## config.mk

```make
export PLATFORM = sky130hd
export DESIGN_NAME = gsp_ram
export DESIGN_NICKNAME = d
export VERILOG_FILES = /design/src/design/gsp_ram.sv
export SDC_FILE = /design/constraint.sdc
export NUM_CORES = 1
export LEC_CHECK = 0
export ABC_AREA = 1
export BUFFER_PORTS_ARGS = -buffer_cell sky130_fd_sc_hd__buf_2
export CAP_MARGIN = 20
export CORE_MARGIN = 4
export CORE_UTILIZATION = 65
export DETAILED_ROUTE_END_ITERATION = 10
export GPL_TIMING_DRIVEN = 0
export PLACE_DENSITY = 0.84
export SLEW_MARGIN = 20
export SYNTH_ARGS = -nofsm -noshare
export SYNTH_HDL_FRONTEND = slang
export SYNTH_SLANG_ARGS = --single-unit
```

## constraint.sdc

```tcl
create_clock -name i_clk -period 2.15 [get_ports i_clk]
set_input_delay 0.215 -clock i_clk [delete_from_list [all_inputs] [get_ports i_clk]]
set_output_delay 0.215 -clock i_clk [all_outputs]
set_load 0.1 [all_outputs]
```

## src/design/gsp_ram.sv

```systemverilog
module gsp_ram #(
    parameter int WIDTH = 8,
    parameter int DEPTH = 16
) (
    input  logic                     i_clk,
    input  logic                     i_we,
    input  logic [$clog2(DEPTH)-1:0] i_waddr,
    input  logic [WIDTH-1:0]         i_wdata,
    input  logic                     i_re,
    input  logic [$clog2(DEPTH)-1:0] i_raddr,
    output logic [WIDTH-1:0]         o_rdata
);

    logic [WIDTH-1:0] r_mem [DEPTH];
    logic [WIDTH-1:0] r_rdata;

    // One write port, one registered read port
    always_ff @(posedge i_clk) begin
        if (i_we) begin
            r_mem[i_waddr] <= i_wdata;
        end
        if (i_re) begin
            r_rdata <= r_mem[i_raddr];
        end
    end

    assign o_rdata = r_rdata;

endmodule

```

==> summary.txt <==
Yosys
  – Mapped Cells: 551
  – Number of synthesized flops with an enable pin: 136
  – Mux contribution to synthesized area: 0%
  – Synthesized area: between 0.005 and 0.006 sq mm
  – Post-synth top area cell: edfxtp_1
  – Synth Register Bits: 136
  – Sequential cell area fraction in the yosys report: a little over two thirds
  – Dominant register cell in the synthesized netlist: edfxtp_1
  – Largest family of logic cells by synthesized area: simple AND/OR/NAND/NOR gates
  – Syn_area_per_cell: between 10 and 15 sq um
  – Synth area leaders: edfxtp_1 (70%), nand2_1 (11%), nand3_1 (8.3%), inv_1 (6.4%), buf_6 (1.2%)
  – Asr flop ratio synth: 0%
  – Compound-gate portion of the synthesized area: 0%
  – Post-synthesis adder-cell area fraction: 0%
  – Synth Warn #: 0
  – Area fraction of the dominant cell type after synthesis: approximately 70%
  – Library cells used by synthesis: 11
  – Xor/xnor share of the synthesized area: 0%
  – Synth Area in Simple Gates: roughly a fifth
  – Cell with the most instances after synthesis: nand2_1
  – Commonest cells post-synth: nand2_1 (173), edfxtp_1 (136), inv_1 (100)
  – Syn_nets: 570

Drt
  – DRT Pass-1 Iters: 5
  – Drt first-iter violations: a little under 500
  – DRC Markers: 0
  – Wire length per cell after detailed routing: approximately 20 microns
  – Drt total wl: 14100 microns
  – Vias: roughly 4000
  – Post-route ant nets: 0
  – DR vias/cell: about 5.8

Timing
  – Setup ws final: 0.658 ns
  – Slew Limit Fails: 0
  – Final Setup Violations: 0
  – Hold Slack: 0.0375 ns
  – Final Skew: 0.00490 ns
  – Unrepaired setup endpoints after global routing: false
  – Final hold violation count: 0
  – Fin crit period: 1.49 ns
  – Least-Margin Pin Slew: 0.882 ns
  – Final period utilization: 69.4%
  – Worst slew margin: between 40 and 50%
  – Total negative slack: 0 ns
  – Max Freq: 670 MHz

Setup path
  – CP max stage cell: buf_2
  – CP Data Arrival Time: roughly 1.3 ns
  – Crit path buffers/inverters: 1
  – Crit-path max FO: 1
  – Crit. End Element: output port
  – Startpoint types: register
  – CP delay by family, top: buffers and inverters
  – CP Cell Sequence: buf_2
  – Setup CP Type: reg -> out
  – Max incr delay on CP: ~0.42 ns
  – Critical Path RT: a little under 2 ns
  – Worst reg2reg path startpoint: r_mem[11][4]$_DFFE_PP_
  – Crit path from: o_rdata[7]$_DFFE_PP_

Die
  – Ports: 27
  – Initial Utilization: approximately 67%
  – Die area: about 0.011 sq mm
  – Width of the die: approximately 100 microns
  – Site Rows: 34
  – Die height: 103 microns
  – Core box area: between 0.008 and 0.009 sq mm

Clock network
  – CTS Buf Count: 17
  – Post-CTS Setup Inserts: 0
  – Later-pin clock latency in the skew report: between 0.5 and 0.6 ns
  – CTS tree: built
  – Max clock buf depth: 2
  – Reg clk slew, reported paths: roughly 0.06 ns
  – CTS sink cnt: 136
  – Post-CTS Hold Buffers: 0
  – Clk root buf: clkbuf_8
  – # resized after CTS: 0
  – H-tree Lvls: 4

Global route
  – Total global routing overflow: 0
  – Vias in the first global route: ~4000
  – GRT Total Usage: between 20% and 30%
  – Initial antenna violation count: 0
  – First-pass GRT wire length: 21500 microns
  – Largest net degree at the start of global routing: 17

Placement
  – PortBufs: 23
  – DP Area: 0.00610 sq mm
  – Placed insts: 682
  – Pre-CTS setup slack: between 0.4 and 0.5 ns
  – Hpwl dp: 8850 microns
  – Routability cong.: around 0.92

Power and ir drop
  – Pwr/cell area: 930 mW/mm^2
  – Leak: a little under 3 nW
  – Maximum vdd drop: 0.000863 V

Final layout
  – Ant. Diodes: 0
  – Layout Nets: roughly 610
  – Fraction of layout cells with a size suffix above 1: around an eighth
  – Cell Count, Final, Fillers Out: between 700 and 800
  – Fin area: 0.00665 sq mm
  – Area Overhead vs Synth: 13.7%

Job
  – Max Cap Viol: 0

Status
  – Status: finished clean

Hold path
  – HP Class: in -> reg
  – Hold path start: i_re
metrics by stage:
stage	power, mW	util (%)
CTS	6.17	76.2
global placement	3.51	69.9
floorplan	3.36	-
global route	6.33	76.2
detailed placement	3.52	69.9
finish	6.18	76.2
cells in the final DEF (no fill, tap or decap):
master	n
buf_1	1
buf_2	36
buf_4	4
buf_6	6
bufinv_16	2
clkbuf_16	16
clkbuf_8	1
clkinv_1	3
clkinv_2	5
clkinv_4	2
clkinvlp_4	3
edfxtp_1	136
inv_1	100
inv_2	2
nand2_1	173
nand3_1	97
nand3b_1	2
nor2_1	17
final cells by class:
type	count	area (sq um)
tap	108	135
fill	528	2070
buffer	24	166
multi-input combinational	289	1210
clock buffer	17	414
inverter	102	383
timing repair buffer	23	115
clock inverter	15	136
sequential	136	4080
worst reg2reg max path: cells and delay by family (launching register included):
| family | cells | cell delay [ns] |
|---|---|---|
| buffers and inverters | 1 | 0.08 |
| and+or+nand+nor | 5 | 0.48 |
| DFF | 1 | 0.36 |
logic make-up (layout without fill, tap and decap cells):
group,Yosys count,in the layout
simple gates,289,289
flops,136,136
buf+inv,126,181
per-layer routing:
metal,wire [microns],track usage (%),vias up
met1,5250,40.1,1931
met2,6670,44.5,279
met3,1800,7.24,30
li1,-,-,1874
met4,348,11.7,0
met5,0,0,-
path summary, 6_finish.rpt:
| kind | slack (ns) | to | cells after the start |
|---|---|---|---|
| setup reg to reg | 0.97 | o_rdata[4]$_DFFE_PP_ | 6 |
| setup / recovery | 0.66 | o_rdata[7] | 1 |
| hold / removal | 0.04 | o_rdata[0]$_DFFE_PP_ | 1 |
| hold reg to reg | 0.78 | o_rdata[0]$_DFFE_PP_ | 6 |
state kept, by name (all words and copies together) (netlist names):
register and count:
o_rdata 8, r_mem 128
power by group:
| group | internal (mW) | leakage (nW) | switching, mW | total (mW) |
|---|---|---|---|---|
| Sequential | 2.99 | 1.24 | 0.0143 | 3.00 |
| Clock | 1.63 | 0.266 | 1.07 | 2.70 |
| Combinational | 0.111 | 1.39 | 0.368 | 0.479 |
(Power assumes the default switching activity.)
