## config.mk

```make
export PLATFORM = sky130hd
export DESIGN_NAME = gsp_rules
export DESIGN_NICKNAME = d
export VERILOG_FILES = /design/src/design/gsp_pkg.sv /design/src/design/gsp_rules.sv
export SDC_FILE = /design/constraint.sdc
export NUM_CORES = 1
export LEC_CHECK = 0
export CORE_MARGIN = 5
export CORE_UTILIZATION = 48
export DETAILED_ROUTE_END_ITERATION = 8
export DONT_BUFFER_PORTS = 1
export PLACE_DENSITY_LB_ADDON = 0.2
export RECOVER_POWER = 25
export SLEW_MARGIN = 30
export SYNTH_ARGS = -nofsm -noshare
export SYNTH_HDL_FRONTEND = slang
export SYNTH_SLANG_ARGS = --single-unit
```

## constraint.sdc

```tcl
create_clock -name vclk -period 6.7
set_clock_uncertainty 0.2 [all_clocks]
set_input_delay 2.01 -clock vclk [all_inputs]
set_output_delay 2.01 -clock vclk [all_outputs]
set_load 0.01 [all_outputs]
```

## src/design/gsp_pkg.sv

```systemverilog
package gsp_pkg;

    // Defaults for the top-level parameters
    localparam int STACK_DEPTH_DEF = 1024;
    localparam int QUBIT_BITS_DEF  = 8;

    // Fixed field widths
    localparam int GATE_W = 2;
    localparam int ROT_W  = 32;

    // Gate encoding, same as on the ports
    typedef enum logic [GATE_W-1:0] {
        GATE_H    = 2'd0,
        GATE_RZ   = 2'd1,
        GATE_CNOT = 2'd2,
        GATE_SWAP = 2'd3
    } t_gate;

    // Item action codes
    localparam logic ACT_PUSH = 1'b0;
    localparam logic ACT_READ = 1'b1;

    // Sequencer states
    typedef enum logic {
        S_IDLE = 1'b0,
        S_EXEC = 1'b1
    } t_state;

    // Outcome of a push against the current top entry (one-hot)
    typedef struct packed {
        logic pop;
        logic merge;
        logic push;
        logic drop;
    } t_rule;

endpackage

```

## src/design/gsp_rules.sv

```systemverilog
module gsp_rules #(
    parameter int QUBIT_BITS = 8
) (
    input  logic [gsp_pkg::GATE_W-1:0]       i_gate,
    input  logic [QUBIT_BITS-1:0]            i_qa,
    input  logic [QUBIT_BITS-1:0]            i_qb,
    input  logic signed [gsp_pkg::ROT_W-1:0] i_rot,
    input  logic                             i_top_valid,
    input  logic [gsp_pkg::GATE_W-1:0]       i_top_gate,
    input  logic [QUBIT_BITS-1:0]            i_top_qa,
    input  logic [QUBIT_BITS-1:0]            i_top_qb,
    input  logic signed [gsp_pkg::ROT_W-1:0] i_top_rot,
    input  logic                             i_full,
    output gsp_pkg::t_rule                   o_rule,
    output logic signed [gsp_pkg::ROT_W-1:0] o_merged_rot
);

    import gsp_pkg::*;

    logic              w_same;
    logic              w_hit;
    logic [ROT_W:0]    w_sum;

    // Same gate on the same first qubit
    assign w_same = i_top_valid && (i_gate == i_top_gate) && (i_qa == i_top_qa);

    // RZ merge: saturating add of the two angles
    assign w_sum = {i_top_rot[ROT_W-1], i_top_rot} + {i_rot[ROT_W-1], i_rot};
    assign o_merged_rot = (w_sum[ROT_W] != w_sum[ROT_W-1]) ?
                          {w_sum[ROT_W], {(ROT_W-1){~w_sum[ROT_W]}}} :
                          w_sum[ROT_W-1:0];

    // Peephole decision
    always_comb begin
        o_rule = '0;
        w_hit  = 1'b0;
        if (w_same) begin
            case (t_gate'(i_gate))
                GATE_H: begin
                    o_rule.pop = 1'b1;
                    w_hit      = 1'b1;
                end
                GATE_RZ: begin
                    o_rule.merge = 1'b1;
                    w_hit        = 1'b1;
                end
                GATE_CNOT, GATE_SWAP: begin
                    if (i_qb == i_top_qb) begin
                        o_rule.pop = 1'b1;
                        w_hit      = 1'b1;
                    end
                end
                default: begin
                    w_hit = 1'b0;
                end
            endcase
        end
        if (!w_hit) begin
            if (i_full) begin
                o_rule.drop = 1'b1;
            end else begin
                o_rule.push = 1'b1;
            end
        end
    end

endmodule

```

==> flow_summary.ini <==
[route]
drc = 0
vias = 2450
first_pass_iters = 4
ant_nets = 0
avgRoutedWirePerCell_um = 15.9
wl_mm = 6.34
vias_per_cell = 6.16
drt_iter0_drc = 101

[yosys]
synthDistinctLibCells = 54
synth_top_area_cell = ha_1
synthCells = 340
syn_area_per_cell_um2 = 7.11
synth_warnings = 0
syn_nets = 475
ys_top_cells_by_area = ha_1 (17%), xnor2_1 (9.1%), a21o_1 (8.4%), xor2_1 (7.6%), a21oi_1 (7.2%)
synth_top_cell_area_share_pct = 16.6
syn_area_mm2 = 0.00242
synth_seq_area_share_pct = 0

[sta]
holdWs_ns = 3.87
rsz0062_at_grt = false
period_share_pct = 97.6
relSlewSlack_pct = 71.0
final-max-slew-violation-count = 0
tns_ns = 0
tightest_slew_ns = 0.434
setup_viol_count_final = 0
worst_slack_ns = 0.158
finalHoldViolations = 0
fin_crit_ns = 6.54
fmax_ghz = 0.153

[worst_hold_path]
whs_path_depth = 1
hold_path_class = input pin to output port

[setup_path]
critical_path_class = input pin to output port
cp_num_cells = 10
critPathMaxStageDelay_ns = 0.38
crit_family = compound AO/OA/AOI/OAI gates
crit_fanout = 20
crit_buf_inv = 1
cp.required_ns = 4.49
path_cells = ha_1 > nand2_1 > o21a_1 > o21ai_1 > o211a_4 > o211ai_4 > o21ai_4 > mux2i_4 > buf_12 > a31o_1
crit_arrival_ns = 4.33
cp-start-kind = input pin
critPathSlowestCell = mux2i_4
cp-end-kind = output port

[final_layout]
layout.nets = 468
area_growth_pct = 3.73
mostFrequentLayoutCell = a21oi_1
multi_input_area_mm2 = 0.00228
design.seq.count = 0
final_core_util_pct = 52.1
final_layout_size_suffix_gt1_share_pct = 7.25
register_area_um2 = 0
num-clock-buffers = 0
diodes = 0
fillerInstances = 518
layout_common_cells = a21oi_1 (34), ha_1 (32), a21o_1 (27)

[pwr]
p_leak_nw = 1.10
power_density_mw_per_mm2 = 124
power_mw = 0.311
ir_drop_v = 0.0000533

[clock_tree]
post_cts_buffers = 0
postCtsHoldBufs = 0

[floorplan]
die_area_mm2 = 0.00656
die_x_um = 81.0
pin_count = 138
coreArea_mm2 = 0.00482
die_y_um = 81.0
rows = 25
start_util_pct = 50.2

[placed_design]
dp_slack_ns = 0.0721
hpwl_mm = 5.52
gp_congestion = 0.823
port-buffer-count = 0

[status]
status = finished clean

[grt]
track_usage_pct = 18.1
grt_overflow_total = 0
antenna_found_initial = 0
grt_max_degree = 21
first_global_vias = 2290
grt_pass1_wl_mm = 10.1

[job]
maxCapViolations = 0
## per-stage QoR
stage	area, um2	cells
after floorplan	2420	340
after global placement	2490	398
after detailed placement	2490	398
after CTS	2490	398
after global routing	2510	398
final	2510	398
## per-layer routing
layer  vias up  share of wire [%]  track usage [%]
li1       1245                  -                -
met1      1113                 45             25.2
met2        92                 48             31.9
met3         0                7.2             1.77
met4         0                  0                0
met5         -                  0                0
## final timing paths
path,slack [ns],end,startpoint
max,0.16,o_merged_rot[2],i_rot[10]
min,3.87,o_rule[1],i_full
## cells in the mapped netlist, types with 2 or more instances
cell type / instances
a211o_1: 2
a31oi_1: 3
buf_2: 3
ha_1: 32
a211oi_1: 5
nor4_1: 5
nand2b_1: 6
o211ai_2: 2
buf_6: 3
o21bai_1: 8
o211ai_1: 7
o21ai_1: 3
nand2_1: 25
nand3b_1: 2
a311oi_1: 2
nand3_1: 5
o21ai_0: 17
a21o_1: 27
buf_4: 2
clkbuf_1: 9
or2_2: 3
o31ai_1: 2
o22ai_1: 2
inv_1: 16
a21oi_1: 35
nor2b_1: 3
xnor2_1: 25
nand4_1: 13
nor3_1: 6
and3_1: 2
o21a_1: 6
xor2_1: 21
o2111ai_1: 2
nor2_1: 16
## final cells by class
cell class	instances	share of cell area, %
inverter	16	2.40
tap	67	3.34
multi-input combinational	307	90.9
timing repair buffer	8	3.39
## where the power goes
group	leakage, nW	switching, mW	internal, mW
logic	1.10	0.181	0.130
clock network	0	0	0
registers	0	0	0
total	1.10	0.181	0.130
## timing repair
action | CTS | global route
setup endpoints to repair | 0 | 30
endpoints found under the hold margin | 0 | 0
gates resized for setup | 0 | 3
## kinds of logic after synthesis
group / Yosys count / synth area share [%]
buffers and inverters: 33 / 6.52
adders and majority gates: 34 / 17.8
AOI/OAI and AO/OA: 133 / 38.3
muxes: 2 / 1.50
and+or+nand+nor: 92 / 19.3
xor gates and xnor gates: 46 / 16.7
Note: power is estimated with default switching activity, not from simulation.
